### src/sv/tab_space_convert_stream_top_defines.svh
// assertion macros for the tab/space converter rtl
// no dependencies; included by files that carry concurrent checks
`ifndef TAB_SPACE_CONVERT_STREAM_TOP_DEFINES_SVH
`define TAB_SPACE_CONVERT_STREAM_TOP_DEFINES_SVH

// implication checked on every rising clock edge outside reset
`define TSC_ASSERT(lbl, clk, rst_n, prop) \
	lbl: assert property (@(posedge clk) disable iff (!rst_n) prop) \
		else $error("tab space converter check failed");

// condition that must never hold outside reset
`define TSC_NEVER(lbl, clk, rst_n, cond) \
	`TSC_ASSERT(lbl, clk, rst_n, !(cond))

`endif

### src/sv/tsc_pkg.sv
// shared types and constants for the tab/space converter
// no dependencies
`default_nettype none
package tsc_pkg;

	localparam logic [7:0] CH_TAB = 8'd9;
	localparam logic [7:0] CH_NL  = 8'd10;
	localparam logic [7:0] CH_SP  = 8'd32;
	localparam int unsigned DEFAULT_STOP = 8;
	localparam int unsigned CFG_IDX_W = 2;
	localparam int unsigned CFG_DATA_W = 6;
	localparam int unsigned QUEUE_DEPTH = 4;

	typedef enum logic [CFG_IDX_W-1:0] {
		CFG_MODE         = 2'd0,
		CFG_FIRST_STOP   = 2'd1,
		CFG_STOP_SPACING = 2'd2
	} cfg_idx_t;

	// one result item as it leaves the block
	typedef struct packed {
		logic [7:0] out_byte;
		logic       has_byte;
		logic       last;
	} res_t;

endpackage
`default_nettype wire

### src/sv/tsc_queue.sv
// small register queue between the front and back parts
// depends on nothing but its parameters
`default_nettype none
module tsc_queue #(
	parameter int unsigned WIDTH = 8,
	parameter int unsigned DEPTH = 4
) (
	input  wire logic             clk,
	input  wire logic             arst_n,
	input  wire logic             wr_en,
	input  wire logic [WIDTH-1:0] wr_data,
	input  wire logic             rd_en,
	output logic      [WIDTH-1:0] rd_data,
	output logic                  full,
	output logic                  not_empty
);
	localparam int unsigned AW = (DEPTH > 1) ? $clog2(DEPTH) : 1;
	localparam int unsigned CW = $clog2(DEPTH + 1);

	logic [WIDTH-1:0] slot_q [DEPTH];
	logic [AW-1:0]    wr_ptr_q, rd_ptr_q;
	logic [CW-1:0]    count_q;
	logic             do_wr, do_rd;

	assign full      = (count_q == CW'(DEPTH));
	assign not_empty = (count_q != '0);
	assign do_wr     = wr_en && !full;
	assign do_rd     = rd_en && not_empty;
	assign rd_data   = slot_q[rd_ptr_q];

	always_ff @(posedge clk) begin
		if (do_wr) begin
			slot_q[wr_ptr_q] <= wr_data;
		end
	end

	always_ff @(posedge clk or negedge arst_n) begin
		if (!arst_n) begin
			wr_ptr_q <= '0;
			rd_ptr_q <= '0;
			count_q  <= '0;
		end else begin
			if (do_wr) begin
				wr_ptr_q <= (wr_ptr_q == AW'(DEPTH - 1)) ? '0 : wr_ptr_q + AW'(1);
			end
			if (do_rd) begin
				rd_ptr_q <= (rd_ptr_q == AW'(DEPTH - 1)) ? '0 : rd_ptr_q + AW'(1);
			end
			case ({do_wr, do_rd})
				2'b10:   count_q <= count_q + CW'(1);
				2'b01:   count_q <= count_q - CW'(1);
				default: count_q <= count_q;
			endcase
		end
	end
endmodule
`default_nettype wire

### src/sv/tsc_front.sv
// front part: config registers, column tracking and item classification
// depends on tsc_pkg
`default_nettype none
module tsc_front
	import tsc_pkg::*;
#(
	parameter int unsigned MAX_STOP_SPAN = 32,
	parameter int unsigned DW = $clog2(MAX_STOP_SPAN + 1),
	parameter int unsigned CMD_W = 2 * DW + 9
) (
	input  wire logic                  clk,
	input  wire logic                  arst_n,
	input  wire logic                  cfg_we,
	input  wire logic [CFG_IDX_W-1:0]  cfg_index,
	input  wire logic [CFG_DATA_W-1:0] cfg_data,
	input  wire logic                  item_en,
	input  wire logic [7:0]            in_byte,
	input  wire logic                  end_of_text,
	output logic                       cmd_push,
	output logic      [CMD_W-1:0]      cmd_data
);
	localparam int unsigned SW = (DW > CFG_DATA_W) ? DW : CFG_DATA_W;

	// pre: spaces flushed first; then cnt copies of out_b
	typedef struct packed {
		logic [DW-1:0] pre;
		logic [7:0]    out_b;
		logic          has;
		logic [DW-1:0] cnt;
	} cmd_t;

	logic                  mode_q;
	logic [CFG_DATA_W-1:0] first_stop_q, stop_spacing_q;
	logic [DW-1:0]         dist_q, pend_q;
	logic                  line_start_q;

	logic [SW-1:0] fs_ext, sp_ext, max_ext;
	logic [DW-1:0] spacing, first_dist, dist_now, dist_dec, dist_adv;
	logic          hit;
	logic [DW-1:0] dist_d, pend_d;
	logic          line_start_d;
	cmd_t          cmd;
	logic          push_d;

	assign fs_ext  = SW'(first_stop_q);
	assign sp_ext  = SW'(stop_spacing_q);
	assign max_ext = SW'(MAX_STOP_SPAN);

	always_comb begin
		if (sp_ext == '0) begin
			spacing = DW'(1);
		end else if (sp_ext > max_ext) begin
			spacing = DW'(MAX_STOP_SPAN);
		end else begin
			spacing = sp_ext[DW-1:0];
		end
		if (fs_ext == '0) begin
			first_dist = spacing;
		end else if (fs_ext > max_ext) begin
			first_dist = DW'(MAX_STOP_SPAN);
		end else begin
			first_dist = fs_ext[DW-1:0];
		end
	end

	// at line start the distance comes fresh from the registers
	assign dist_now = line_start_q ? first_dist : dist_q;
	assign dist_dec = dist_now - DW'(1);
	assign hit      = (dist_dec == '0);
	assign dist_adv = hit ? spacing : dist_dec;

	always_comb begin
		dist_d       = dist_q;
		pend_d       = pend_q;
		line_start_d = line_start_q;
		push_d       = 1'b1;
		cmd.pre      = pend_q;
		cmd.out_b    = in_byte;
		cmd.has      = 1'b1;
		cmd.cnt      = DW'(1);
		if (end_of_text) begin
			cmd.out_b    = 8'd0;
			cmd.has      = 1'b0;
			pend_d       = '0;
			line_start_d = 1'b1;
		end else if (mode_q && in_byte == CH_SP) begin
			dist_d       = dist_adv;
			line_start_d = 1'b0;
			cmd.pre      = '0;
			cmd.out_b    = CH_TAB;
			if (hit) begin
				pend_d = '0;
			end else begin
				pend_d = pend_q + DW'(1);
				push_d = 1'b0;
			end
		end else if (in_byte == CH_TAB) begin
			pend_d       = '0;
			dist_d       = spacing;
			line_start_d = 1'b0;
			if (!mode_q) begin
				cmd.out_b = CH_SP;
				cmd.cnt   = dist_now;
			end
		end else begin
			pend_d = '0;
			if (in_byte == CH_NL) begin
				line_start_d = 1'b1;
			end else begin
				dist_d       = dist_adv;
				line_start_d = 1'b0;
			end
		end
	end

	assign cmd_push = item_en && push_d;
	assign cmd_data = cmd;

	always_ff @(posedge clk or negedge arst_n) begin
		if (!arst_n) begin
			mode_q         <= 1'b0;
			first_stop_q   <= CFG_DATA_W'(DEFAULT_STOP);
			stop_spacing_q <= CFG_DATA_W'(DEFAULT_STOP);
		end else if (cfg_we) begin
			unique case (cfg_idx_t'(cfg_index))
				CFG_MODE:         mode_q         <= cfg_data[0];
				CFG_FIRST_STOP:   first_stop_q   <= cfg_data;
				CFG_STOP_SPACING: stop_spacing_q <= cfg_data;
				default:          ;
			endcase
		end
	end

	always_ff @(posedge clk or negedge arst_n) begin
		if (!arst_n) begin
			dist_q       <= DW'(DEFAULT_STOP);
			pend_q       <= '0;
			line_start_q <= 1'b1;
		end else if (item_en) begin
			dist_q       <= dist_d;
			pend_q       <= pend_d;
			line_start_q <= line_start_d;
		end
	end
endmodule
`default_nettype wire

### src/sv/tsc_back.sv
// back part: plays out queued commands one result per cycle while the receiver keeps popping
// depends on tsc_pkg and the assertion macro header
`default_nettype none
`include "tab_space_convert_stream_top_defines.svh"
module tsc_back
	import tsc_pkg::*;
#(
	parameter int unsigned MAX_STOP_SPAN = 32,
	parameter int unsigned DW = $clog2(MAX_STOP_SPAN + 1),
	parameter int unsigned CMD_W = 2 * DW + 9
) (
	input  wire logic             clk,
	input  wire logic             arst_n,
	input  wire logic             cmd_avail,
	input  wire logic [CMD_W-1:0] cmd_data,
	output logic                  cmd_pop,
	input  wire logic             pop,
	output logic                  empty,
	output res_t                  res
);
	typedef struct packed {
		logic [DW-1:0] pre;
		logic [7:0]    out_b;
		logic          has;
		logic [DW-1:0] cnt;
	} cmd_t;

	cmd_t work_q;
	logic work_valid_q;
	res_t out_q;
	logic out_valid_q;

	logic in_pre, out_free, step, final_step, load;
	res_t next_res;

	assign in_pre   = (work_q.pre != '0);
	assign out_free = !out_valid_q || pop;
	assign step     = work_valid_q && out_free;

	always_comb begin
		next_res.out_byte = in_pre ? CH_SP : work_q.out_b;
		next_res.has_byte = in_pre ? 1'b1 : work_q.has;
		next_res.last     = !in_pre && (work_q.cnt == DW'(1));
	end

	assign final_step = step && next_res.last;
	// next command is picked up in the cycle the previous one finishes
	assign load       = cmd_avail && (!work_valid_q || final_step);
	assign cmd_pop    = load;

	always_ff @(posedge clk) begin
		if (load) begin
			work_q <= cmd_t'(cmd_data);
		end else if (step) begin
			if (in_pre) begin
				work_q.pre <= work_q.pre - DW'(1);
			end else begin
				work_q.cnt <= work_q.cnt - DW'(1);
			end
		end
		if (step) begin
			out_q <= next_res;
		end
	end

	always_ff @(posedge clk or negedge arst_n) begin
		if (!arst_n) begin
			work_valid_q <= 1'b0;
			out_valid_q  <= 1'b0;
		end else begin
			if (load) begin
				work_valid_q <= 1'b1;
			end else if (final_step) begin
				work_valid_q <= 1'b0;
			end
			if (step) begin
				out_valid_q <= 1'b1;
			end else if (pop) begin
				out_valid_q <= 1'b0;
			end
		end
	end

	assign empty = !out_valid_q;
	assign res   = out_q;

	// a bare end result always closes its item
	`TSC_ASSERT(a_end_is_last, clk, arst_n, (out_valid_q && !out_q.has_byte) |-> out_q.last)
	// a live command never runs with an exhausted main count
	`TSC_NEVER(a_cnt_live, clk, arst_n, work_valid_q && work_q.cnt == '0)
	// flushed spaces never end an item
	`TSC_ASSERT(a_pre_not_last, clk, arst_n, (step && in_pre) |=> !out_q.last)
endmodule
`default_nettype wire

### src/sv/tab_space_convert_stream_top.sv
// top level of the tab/space converter stream block
// depends on tsc_pkg, tsc_queue, tsc_front and tsc_back
`default_nettype none
// path: an accepted item passes the command queue, then the back part's work and output registers
// throughput: one result per cycle from the back part while the receiver keeps popping; the
// back part's single output step limits the rate, and a four-deep command queue absorbs bursts
// items that make no result (held spaces) never reach the queue
// reset: arst_n clears queue, column state and output; registers return to mode 0, stops 8
module tab_space_convert_stream_top
	import tsc_pkg::*;
#(
	parameter int unsigned MAX_STOP_SPAN = 32
) (
	input  wire logic                  clk,
	input  wire logic                  arst_n,
	// config write channel
	input  wire logic                  cfg_valid,
	output logic                       cfg_ready,
	input  wire logic [CFG_IDX_W-1:0]  cfg_index,
	input  wire logic [CFG_DATA_W-1:0] cfg_data,
	// input item side
	input  wire logic                  push,
	output logic                       full,
	input  wire logic [7:0]            in_byte,
	input  wire logic                  end_of_text,
	// result side
	output logic                       empty,
	input  wire logic                  pop,
	output logic      [7:0]            out_byte,
	output logic                       has_byte,
	output logic                       last
);
	// distance and counts hold values up to the stop span itself
	localparam int unsigned DW    = $clog2(MAX_STOP_SPAN + 1);
	localparam int unsigned CMD_W = 2 * DW + 9;

	logic             item_en;
	logic             cmd_push, cmd_pop, cmd_avail, queue_full;
	logic [CMD_W-1:0] cmd_wr, cmd_rd;
	res_t             res;

	// config is always taken; writes should only land while idle, which the block does not enforce
	assign cfg_ready = 1'b1;

	// input stalls only when the command queue is full
	assign full    = queue_full;
	assign item_en = push && !queue_full;

	tsc_front #(
		.MAX_STOP_SPAN(MAX_STOP_SPAN),
		.DW           (DW),
		.CMD_W        (CMD_W)
	) u_front (
		.clk        (clk),
		.arst_n     (arst_n),
		.cfg_we     (cfg_valid),
		.cfg_index  (cfg_index),
		.cfg_data   (cfg_data),
		.item_en    (item_en),
		.in_byte    (in_byte),
		.end_of_text(end_of_text),
		.cmd_push   (cmd_push),
		.cmd_data   (cmd_wr)
	);

	tsc_queue #(
		.WIDTH(CMD_W),
		.DEPTH(QUEUE_DEPTH)
	) u_queue (
		.clk      (clk),
		.arst_n   (arst_n),
		.wr_en    (cmd_push),
		.wr_data  (cmd_wr),
		.rd_en    (cmd_pop),
		.rd_data  (cmd_rd),
		.full     (queue_full),
		.not_empty(cmd_avail)
	);

	tsc_back #(
		.MAX_STOP_SPAN(MAX_STOP_SPAN),
		.DW           (DW),
		.CMD_W        (CMD_W)
	) u_back (
		.clk      (clk),
		.arst_n   (arst_n),
		.cmd_avail(cmd_avail),
		.cmd_data (cmd_rd),
		.cmd_pop  (cmd_pop),
		.pop      (pop),
		.empty    (empty),
		.res      (res)
	);

	assign out_byte = res.out_byte;
	assign has_byte = res.has_byte;
	assign last     = res.last;
endmodule
`default_nettype wire

### config.mk
export PLATFORM = sky130hd
export DESIGN_NAME = tab_space_convert_stream_top
export DESIGN_NICKNAME = d
export VERILOG_FILES = /design/src/sv/tsc_pkg.sv /design/src/sv/tsc_queue.sv /design/src/sv/tsc_front.sv /design/src/sv/tsc_back.sv /design/src/sv/tab_space_convert_stream_top.sv
export VERILOG_INCLUDE_DIRS = /design/src /design/src/sv
export SDC_FILE = /design/constraint.sdc
export NUM_CORES = 1
export LEC_CHECK = 0
export BUFFER_PORTS_ARGS = -buffer_cell sky130_fd_sc_hd__buf_4
export CAP_MARGIN = 5
export CORE_MARGIN = 1.5
export CORE_UTILIZATION = 40
export DETAILED_ROUTE_END_ITERATION = 6
export SLEW_MARGIN = 20
export SYNTH_ARGS = -nofsm -noshare
export SYNTH_HDL_FRONTEND = slang
export SYNTH_SLANG_ARGS = --single-unit
export TNS_END_PERCENT = 50
### constraint.sdc
create_clock -name clk -period 4 [get_ports clk]
set_clock_uncertainty 0.1 [all_clocks]
set_input_delay 0.6 -clock clk [delete_from_list [all_inputs] [get_ports clk]]
set_output_delay 0.6 -clock clk [all_outputs]
set_load 0.02 [all_outputs]
### After elaboration in Yosys (flattened, before gate mapping)

Memory sizes are Yosys's and may differ from the RTL's.
Cells that the tools add are included.

| storage, ports and cells | value |
|---|---|
| register bits after elaboration | 66 |
| RAM bits | 84 |
| logic and storage cells | 120 |
| memories kept | 1 |

| cells by class | value |
|---|---|
| add/sub/neg operators | 8 |
| $lt $le $gt $ge | 2 |
| eq/ne operators | 13 |
| muxes and demuxes | 45 |
| bitwise operators | 1 |
| reductions and logical operators | 32 |

Memories:

| memory | depth | bits a word | read ports | clocked after Yosys merged registers in | write ports | RTL line | source |
|---|---|---|---|---|---|---|---|
| u_queue.slot_q | 4 | 21 | 1 | 0 | 1 | tsc_queue.sv:20 | `logic [WIDTH-1:0] slot_q [DEPTH];` |

Operators with widths:

| operator | count |
|---|---|
| $mux W6 | 24 |
| $mux W8 | 4 |
| $logic_not A6 Y1 | 3 |
| $sub A6 B1 Y6 const B | 3 |
| $eq A8 B4 Y1 const B | 2 |
| $mux W1 | 14 |
| $gt A6 B6 Y1 const B | 2 |
| $reduce_and A2 Y1 | 5 |
| $reduce_bool A2 Y1 | 5 |
| $logic_and A1 B1 Y1 | 9 |
| $eq A2 B2 Y1 const B | 4 |
| $eq A8 B6 Y1 const B | 1 |
| $add A6 B1 Y6 const B | 1 |
| $eq A6 B1 Y1 const B | 1 |
| $pmux W3 S2 | 1 |
| $reduce_bool A6 Y1 | 1 |
| $add A2 B1 Y2 const B | 2 |
| $eq A2 B1 Y1 const B | 2 |
| $logic_not A1 Y1 | 4 |
| $mux W2 | 2 |
| $add A3 B1 Y3 const B | 1 |
| $eq A3 B3 Y1 const B | 1 |
| $ne A3 B1 Y1 const B | 1 |
| $reduce_and A3 Y1 | 1 |
| 6 further kinds | 7 |

### Depth between registers and ports, before layout

Gate-level depths: netlist (run 1).

| depth | value |
|---|---|
| word-level depth | 14 |
| depth in mapped cells | 18 |
| depth with buffers taken out | 18 |

### Cells and area by module

A second synthesis (run 1) with hierarchy kept.

| second synthesis, totals | value |
|---|---|
| cells, all modules | 450 |
| area total of the unflattened synthesis | 6776.5 µm² |

Modules (own cells, without submodules):

| module | times used | cells each | area an instance (µm²) | seq. area each (µm²) |
|---|---|---|---|---|
| tsc_queue | 1 | 150 | 3520.9 | 2697.6 |
| tsc_front | 1 | 197 | 1746.7 | 655.6 |
| tsc_back | 1 | 100 | 1483.9 | 980.9 |
| tab_space_convert_stream_top | 1 | 3 | 25.0 | 0.0 |

### Worst setup path before layout (run 1)

OpenSTA, ideal clock, no wires.

| timing | value |
|---|---|
| path kind | register to register |
| start | reg u_front.first_stop_q[1] |
| end | reg u_queue.count_q[2] |
| arrival time | 3.127 ns |
| slack | 0.693 ns |
| stages on the path, launching flop included | 17 |
| period minus slack after synthesis | 3.307 ns |
| cells stage by stage | dfrtp_1 -> or4_4 -> nor2_1 -> a21oi_1 -> nor2_1 -> a21oi_1 -> ha_1 -> xnor2_1 -> nor4_2 -> o21a_2 -> inv_1 -> ha_1 -> inv_1 -> fa_1 -> xor2_1 -> nor2_1 -> xor2_1 |

| on the way | value |
|---|---|
| longest elaborated chain between the ends | 13 |

RTL lines:

| item | RTL line | source |
|---|---|---|
| start, declared | tsc_front.sv:33 | `logic [CFG_DATA_W-1:0] first_stop_q, stop_spacing_q;` |
| start signal, assigned | tsc_front.sv:122 | `first_stop_q <= CFG_DATA_W'(DEFAULT_STOP);` |
| start signal, assigned | tsc_front.sv:127 | `CFG_FIRST_STOP: first_stop_q <= cfg_data;` |
| $gt A6 B6 Y1 | tsc_front.sv:59 | `end else if (fs_ext > max_ext) begin` |
| $mux W6 | tsc_front.sv:59 |  |
| $mux W6 (*) | tsc_front.sv:57 | `if (fs_ext == '0) begin` |
| $mux W6 (*) | tsc_front.sv:67 | `assign dist_now = line_start_q ? first_dist : dist_q;` |
| $sub A6 B1 Y6 (*) | tsc_front.sv:68 | `assign dist_dec = dist_now - DW'(1);` |
| $logic_not A6 Y1 (*) | tsc_front.sv:69 | `assign hit = (dist_dec == '0);` |
| $mux W1 (*) | tsc_front.sv:91 | `if (hit) begin` |
| $mux W1 (*) | tsc_front.sv:86 | `end else if (mode_q && in_byte == CH_SP) begin` |
| $mux W1 (*) | tsc_front.sv:81 | `if (end_of_text) begin` |
| $logic_and A1 B1 Y1 (*) | tsc_front.sv:116 | `assign cmd_push = item_en && push_d;` |
| $logic_and A1 B1 Y1 (*) | tsc_queue.sv:27 | `assign do_wr = wr_en && !full;` |
| $eq A2 B1 Y1 / $eq A2 B2 Y1 (equally long branches) | tsc_queue.sv:49 | `case ({do_wr, do_rd})` |
| $pmux W3 S2 / $reduce_bool A2 Y1 (equally long branches) | -- |  |
| end signal, assigned | tsc_queue.sv:50 | `2'b10: count_q <= count_q + CW'(1);` |
| end signal, assigned | tsc_queue.sv:51 | `2'b01: count_q <= count_q - CW'(1);` |
| end signal, assigned | tsc_queue.sv:52 | `default: count_q <= count_q;` |
| end, declared | tsc_queue.sv:22 | `logic [CW-1:0] count_q;` |

Mark *: on every way between the ends. The rest lies on a longest branch, timed or not.
A chain may end at the register's enable or synchronous reset.

### Final worst setup path (run 1)

Ends and elaborated chain as after synthesis.

==> out/metrics.cfg, run 1 <==
[layout]
drive_above_1_share_pct=24.1
layout-area-overhead-vs-synth_pct=16.3
final_cell_mix=edfxtp_1, nor2_1, buf_4
nets=541
layout_commonest_cell=edfxtp_1
antenna_cells=0

[floorplan]
start_util_pct=41.4
die_w_um=132
std_cell_rows=46
design.core.area_mm2=0.0160
ioPinCount=35
die_h_um=132
dieArea_mm2=0.0173

[timing]
setup-tns-final_ns=0
fmax_ghz=0.277
setup_viol=0
maxSlewViolCount=0
period_needed_ns=3.60
hold_viol_final=0
rsz0062_at_grt=false
fin_ws_ns=0.396
relSlewSlack_pct=28.2
finalCritPeriodShare_pct=90.1
tightest_slew_ns=1.08

[clock_tree]
clockRootBuffer=clkbuf_16
clock_latency_ns=0.42
cts_tree=yes
clk_pin_slew_ns=0.06
cts.sinks=150
postCtsResizedCells=0
clk_path_buf_depth=2
post_cts_buffers=0
htree_levels=4
numCtsBuffers=17
ctsHoldBuffers=0

[flow_run]
drv_cap=0

[run_status]
status=finished, final reports clean

[logic_synthesis]
synth_flop_cell=edfxtp_1
synth_warnings=0
postSynth.asyncResetShare_pct=23.3
synth_edf_count=115
netlist_area_mm2=0.00662
synth_cell_type_count=57
yosysSeqAreaShare_pct=65.5
synth_seq_cells=150
syn_area_per_cell_um2=14.4
syn_inst=458
syn-num-nets=493

[setup_path]
critPathKind=reg -> reg
crit_path_top_delay_cell=or4_4
startpoint_type=flop
r2r_slack_ns=0.40
crit_path_end_kind=flop
max_stage_delay_ns=0.57
crit_path_cell_trace=or4_4 > nor3_4 > a21oi_1 > nor2_1 > a21oi_1 > ha_1 > xnor2_1 > nor4_2 > o21a_2 > inv_1 > ha_1 > inv_1 > fa_1 > xor2_1 > nor2_1 > xor2_1
cp_num_buf_inv=2
path_max_fanout=7
critPathTopFamily=simple AND/OR/NAND/NOR gates
crit_arrival_ns=3.84
worstPathRequired_ns=4.24

[placement]
dpl.hpwl_um=8460
post-place-ws_ns=0.445
portBuffers=33
gp_congestion=0.839

[global_route]
grt_max_degree=36
grt_pass1_wl_um=20200
globalRouteOverflowTotal=0
antenna_found_initial=0
grt_pass1_vias=3982
grt_use_total_pct=15.3

[detailed_routing]
drc_errors=0
first_iter_violations=194
drt-pass1-iter-count=4
wl_met1_um=5560
vias_per_cell=5.21
wirelength_um=12300
met3_length_um=412
met2WireLength_um=6010
routed.top_layer=met4
vias=3830
wl_per_cell_um=16.7
ant_nets=0

[power]
peakVddDrop_mv=0.331
p_leak_nw=2.77
totalPowerFinal_mw=4.30
power.density_mw_per_mm2=559

[min_path]
hold_path_class=in -> async

layout make-up:
cell class | count | area, µm²
clock inverter | 15 | 123
timing repair buffer | 43 | 323
inverter | 18 | 67.6
sequential | 150 | 4330
clock buffer | 17 | 425
fill | 1441 | 8310
tap | 216 | 270
multi-input combinational | 276 | 2150
per-stage QoR:
stage | area (µm²) | cells | hold slack (ns) | utilization, %
CTS | 7690 | 735 | 0.0433 | 48.1
global placement | 7150 | 703 | 0.376 | 44.7
detailed placement | 7150 | 703 | 0.389 | 44.7
floorplan | 6620 | 458 | 0.204 | -
finish | 7690 | 735 | 0.0326 | 48.1
global route | 7690 | 735 | 0.0608 | 48.1
layer usage:
metal / track usage, % / up-vias
met2: 25.2 / 76
met5: 0 / -
li1: - / 1810
met1: 18.7 / 1919
met4: 7.59 / 0
met3: 3.90 / 25
report_power, final:
group          internal (mW)  leakage, nW  switching [mW]
clock                  0.807        0.262           0.650
sequential              1.97         1.46           0.130
combinational          0.302         1.04           0.438
cells by family after synthesis:
| logic type | count (synthesis) | synth area share (%) |
|---|---|---|
| buf+inv | 32 | 1.99 |
| flops | 150 | 65.5 |
| other cells | 1 | 0.0567 |
| simple gates | 144 | 11.5 |
| xor+xnor | 14 | 1.97 |
| mux | 36 | 9.68 |
| fa+ha+maj | 13 | 2.57 |
| compound gates | 68 | 6.79 |
worst paths after layout:
path	end	from	cells after the start
worst min-delay path	u_front.sp_ext[1]	arst_n	1
worst min register to register	u_queue.count_q[2]	u_queue.count_q[2]	1
max in group asynchronous	u_front.dist_q[3]	arst_n	1
worst max-delay path	u_queue.count_q[2]	u_front.first_stop_q[1]	16
worst max register to register	u_queue.count_q[2]	u_front.first_stop_q[1]	16
min in group clk	u_front.sp_ext[1]	cfg_data[1]	2
Yosys cell counts, types with 2 or more instances:
cell type | count | area [µm²]
nor4_1 | 2 | 12.5
nand3_1 | 8 | 40.0
nor4_2 | 2 | 25.0
a21o_1 | 4 | 30.0
inv_1 | 17 | 63.8
o2bb2ai_1 | 2 | 17.5
nand2b_1 | 12 | 75.1
clkbuf_1 | 8 | 30.0
o211ai_1 | 3 | 22.5
xor2_1 | 7 | 61.3
a211oi_1 | 4 | 30.0
a21oi_1 | 24 | 120
nand2_1 | 21 | 78.8
a2bb2oi_1 | 2 | 17.5
and2_1 | 18 | 113
dfrtp_1 | 31 | 776
ha_1 | 12 | 150
dfstp_2 | 4 | 105
a31oi_1 | 8 | 50.1
edfxtp_1 | 115 | 3450
nor2b_1 | 11 | 68.8
nand3b_1 | 4 | 30.0
o21ai_1 | 4 | 20.0
mux4_2 | 21 | 473
o21ai_0 | 6 | 30.0
nor2_1 | 43 | 161
mux2_2 | 13 | 146
buf_1 | 4 | 15.0
xnor2_1 | 6 | 52.6
nor3b_1 | 2 | 15.0
nor3_1 | 8 | 40.0
nand4_1 | 2 | 12.5
or3_1 | 6 | 37.5
flip-flops by register name, indices dropped and copies added, names as in the netlist, 2 cells and up:
register,flops
u_queue.slot_q,84
u_back.work_q,21
u_back.res,10
u_front.dist_q,6
u_front.first_stop_q,6
u_front.pend_q,6
u_front.sp_ext,6
u_queue.count_q,3
u_queue.rd_ptr_q,2
u_queue.wr_ptr_q,2
No activity file was read; power rests on OpenSTA's default activity.
==> inputs of run 2 (changes only) <==
==> constraint.sdc (replaced) <==
create_clock -name clk -period 3.7 [get_ports clk]
set_clock_uncertainty 0.1 [all_clocks]
set_input_delay 0.555 -clock clk [delete_from_list [all_inputs] [get_ports clk]]
set_output_delay 0.555 -clock clk [all_outputs]
set_load 0.02 [all_outputs]
==> run 2 against run 1 <==
Compared with the run above: fmax rose by 3.5%; global-route usage down 0.11 points; non-clock buffer count grew 1; die area is the same; clock power is 25% higher; sequential cell count is the same; register-to-register slack worse by 0.18 ns; combinational power increased by 14%; power is 15% higher; sequential power is 8% higher; worst hold slack lost 0.025 ns; critical path type unchanged.
==> out/metrics.cfg, run 2 (synthesized netlist as in run 1, its figures left out) <==
[layout]
drive_above_1_share_pct=24.0
largest_reg_flops=84
antenna_cells=0
final_cells=736
largest_register=u_queue.slot_q
layout-area-overhead-vs-synth_pct=18.1
nets=542
final_cell_mix=edfxtp_1, nor2_1, buf_4
layout_commonest_cell=edfxtp_1
post-route-util_pct=48.8

[global_route]
grt_max_degree=36
grt_pass1_vias=3944
globalRouteOverflowTotal=0
grt_use_total_pct=15.2
antenna_found_initial=0
grt_pass1_wl_um=20100

[setup_path]
crit_path_end_kind=flop
critPathKind=reg -> reg
path_max_fanout=7
crit_arrival_ns=3.73
cp_common_cell=nor2_1
startpoint_type=flop
max_stage_delay_ns=0.57
crit_path_cell_trace=or4_4 > nor2_1 > a21oi_1 > nor2_1 > a21oi_1 > ha_1 > xnor2_2 > nor4_2 > o21a_2 > inv_1 > ha_1 > inv_1 > fa_1 > xor2_1 > nor2_1 > xor2_1
worstPathRequired_ns=3.95
cp_num_buf_inv=2
crit_path_top_delay_cell=or4_4
critPathTopFamily=simple AND/OR/NAND/NOR gates

[detailed_routing]
routed.top_layer=met4
vias_per_cell=5.12
drt-pass1-iter-count=4
wl_met1_um=5320
met3_length_um=500
drc_errors=0
wirelength_um=12300
vias=3769
met2WireLength_um=6350
first_iter_violations=213
wl_per_cell_um=16.7
ant_nets=0

[timing]
tightest_slew_ns=1.04
maxSlewViolCount=0
fin_hold_ws_ns=0.00772
fmax_ghz=0.287
fin_ws_ns=0.218
setup-tns-final_ns=0
finalCritPeriodShare_pct=94.1
hold_viol_final=0
setup_viol=0
rsz0062_at_grt=false
relSlewSlack_pct=30.6
period_needed_ns=3.48

[power]
peakVddDrop_mv=0.380
power.density_mw_per_mm2=632
p_leak_nw=2.83

[clock_tree]
cts_tree=yes
clock_latency_ns=0.42
post_cts_buffers=0
cts.sinks=150
clockRootBuffer=clkbuf_16
numCtsBuffers=17
clk_path_buf_depth=2
htree_levels=4
clk_pin_slew_ns=0.06

[placement]
dpl.hpwl_um=8400
dpl.cell_count=704
portBuffers=33
post-place-ws_ns=0.178
gp_congestion=0.827

[floorplan]
die_h_um=132
design.core.area_mm2=0.0160
dieArea_mm2=0.0173
ioPinCount=35
die_w_um=132
start_util_pct=41.4
std_cell_rows=46

[min_path]
hold_path_class=in -> async

[flow_run]
drv_cap=0

[run_status]
status=finished, final reports clean

run 2: changes by cell type in the layout (fill, tap and decap cells not counted), sizes merged:
| cell | change |
|---|---|
| bufinv | +4 |
| clkinvlp | -3 |
| inv | -2 |
| buf | +1 |
| clkbuf | +1 |
run 2: metrics by stage:
stage	total power [mW]	area, µm²
2_1_floorplan	2.84	6620
3_3_place_gp	3.10	7180
3_5_place_dp	3.15	7180
4_1_cts	4.98	7810
5_1_grt	5.16	7820
6_report	4.94	7820
run 2: what timing repair did:
action,CTS,global route
resized for setup,0,1
hold buffers,0,0
setup endpoints to repair,0,1
run 2: worst paths after layout:
| check | start | end | slack, ns | depth (start not counted) |
|---|---|---|---|---|
| min in group clk | cfg_data[4] | u_front.first_stop_q[4] | 0.27 | 2 |
| min reg2reg | u_back.work_q[6] | u_back.res[1] | 0.40 | 1 |
| max | u_front.first_stop_q[1] | u_queue.count_q[2] | 0.22 | 16 |
| max in group asynchronous | arst_n | u_front.sp_ext[3] | 3.12 | 1 |
| max reg2reg | u_front.first_stop_q[1] | u_queue.count_q[2] | 0.22 | 16 |
| min | arst_n | u_front.pend_q[0] | 0.008 | 1 |
run 2: layout make-up:
cell class / count / area (µm²)
repair buffers: 44 / 355
multi-input cells: 276 / 2160
clock buffers: 18 / 429
clock inverters: 14 / 199
flip-flops and latches: 150 / 4330
well taps: 216 / 270
fillers: 1381 / 8190
inverters: 18 / 67.6
run 2: per-layer routing:
layer | GRT usage (%) | vias up
li1 | - | 1814
met2 | 26.4 | 73
met4 | 5.86 | 0
met1 | 17.6 | 1875
met5 | 0 | -
met3 | 4.63 | 7
run 2: where the power goes:
part	switching (mW)	internal, mW
sequential	0.140	2.13
combinational	0.487	0.359
clock	0.680	1.14
total	1.31	3.63
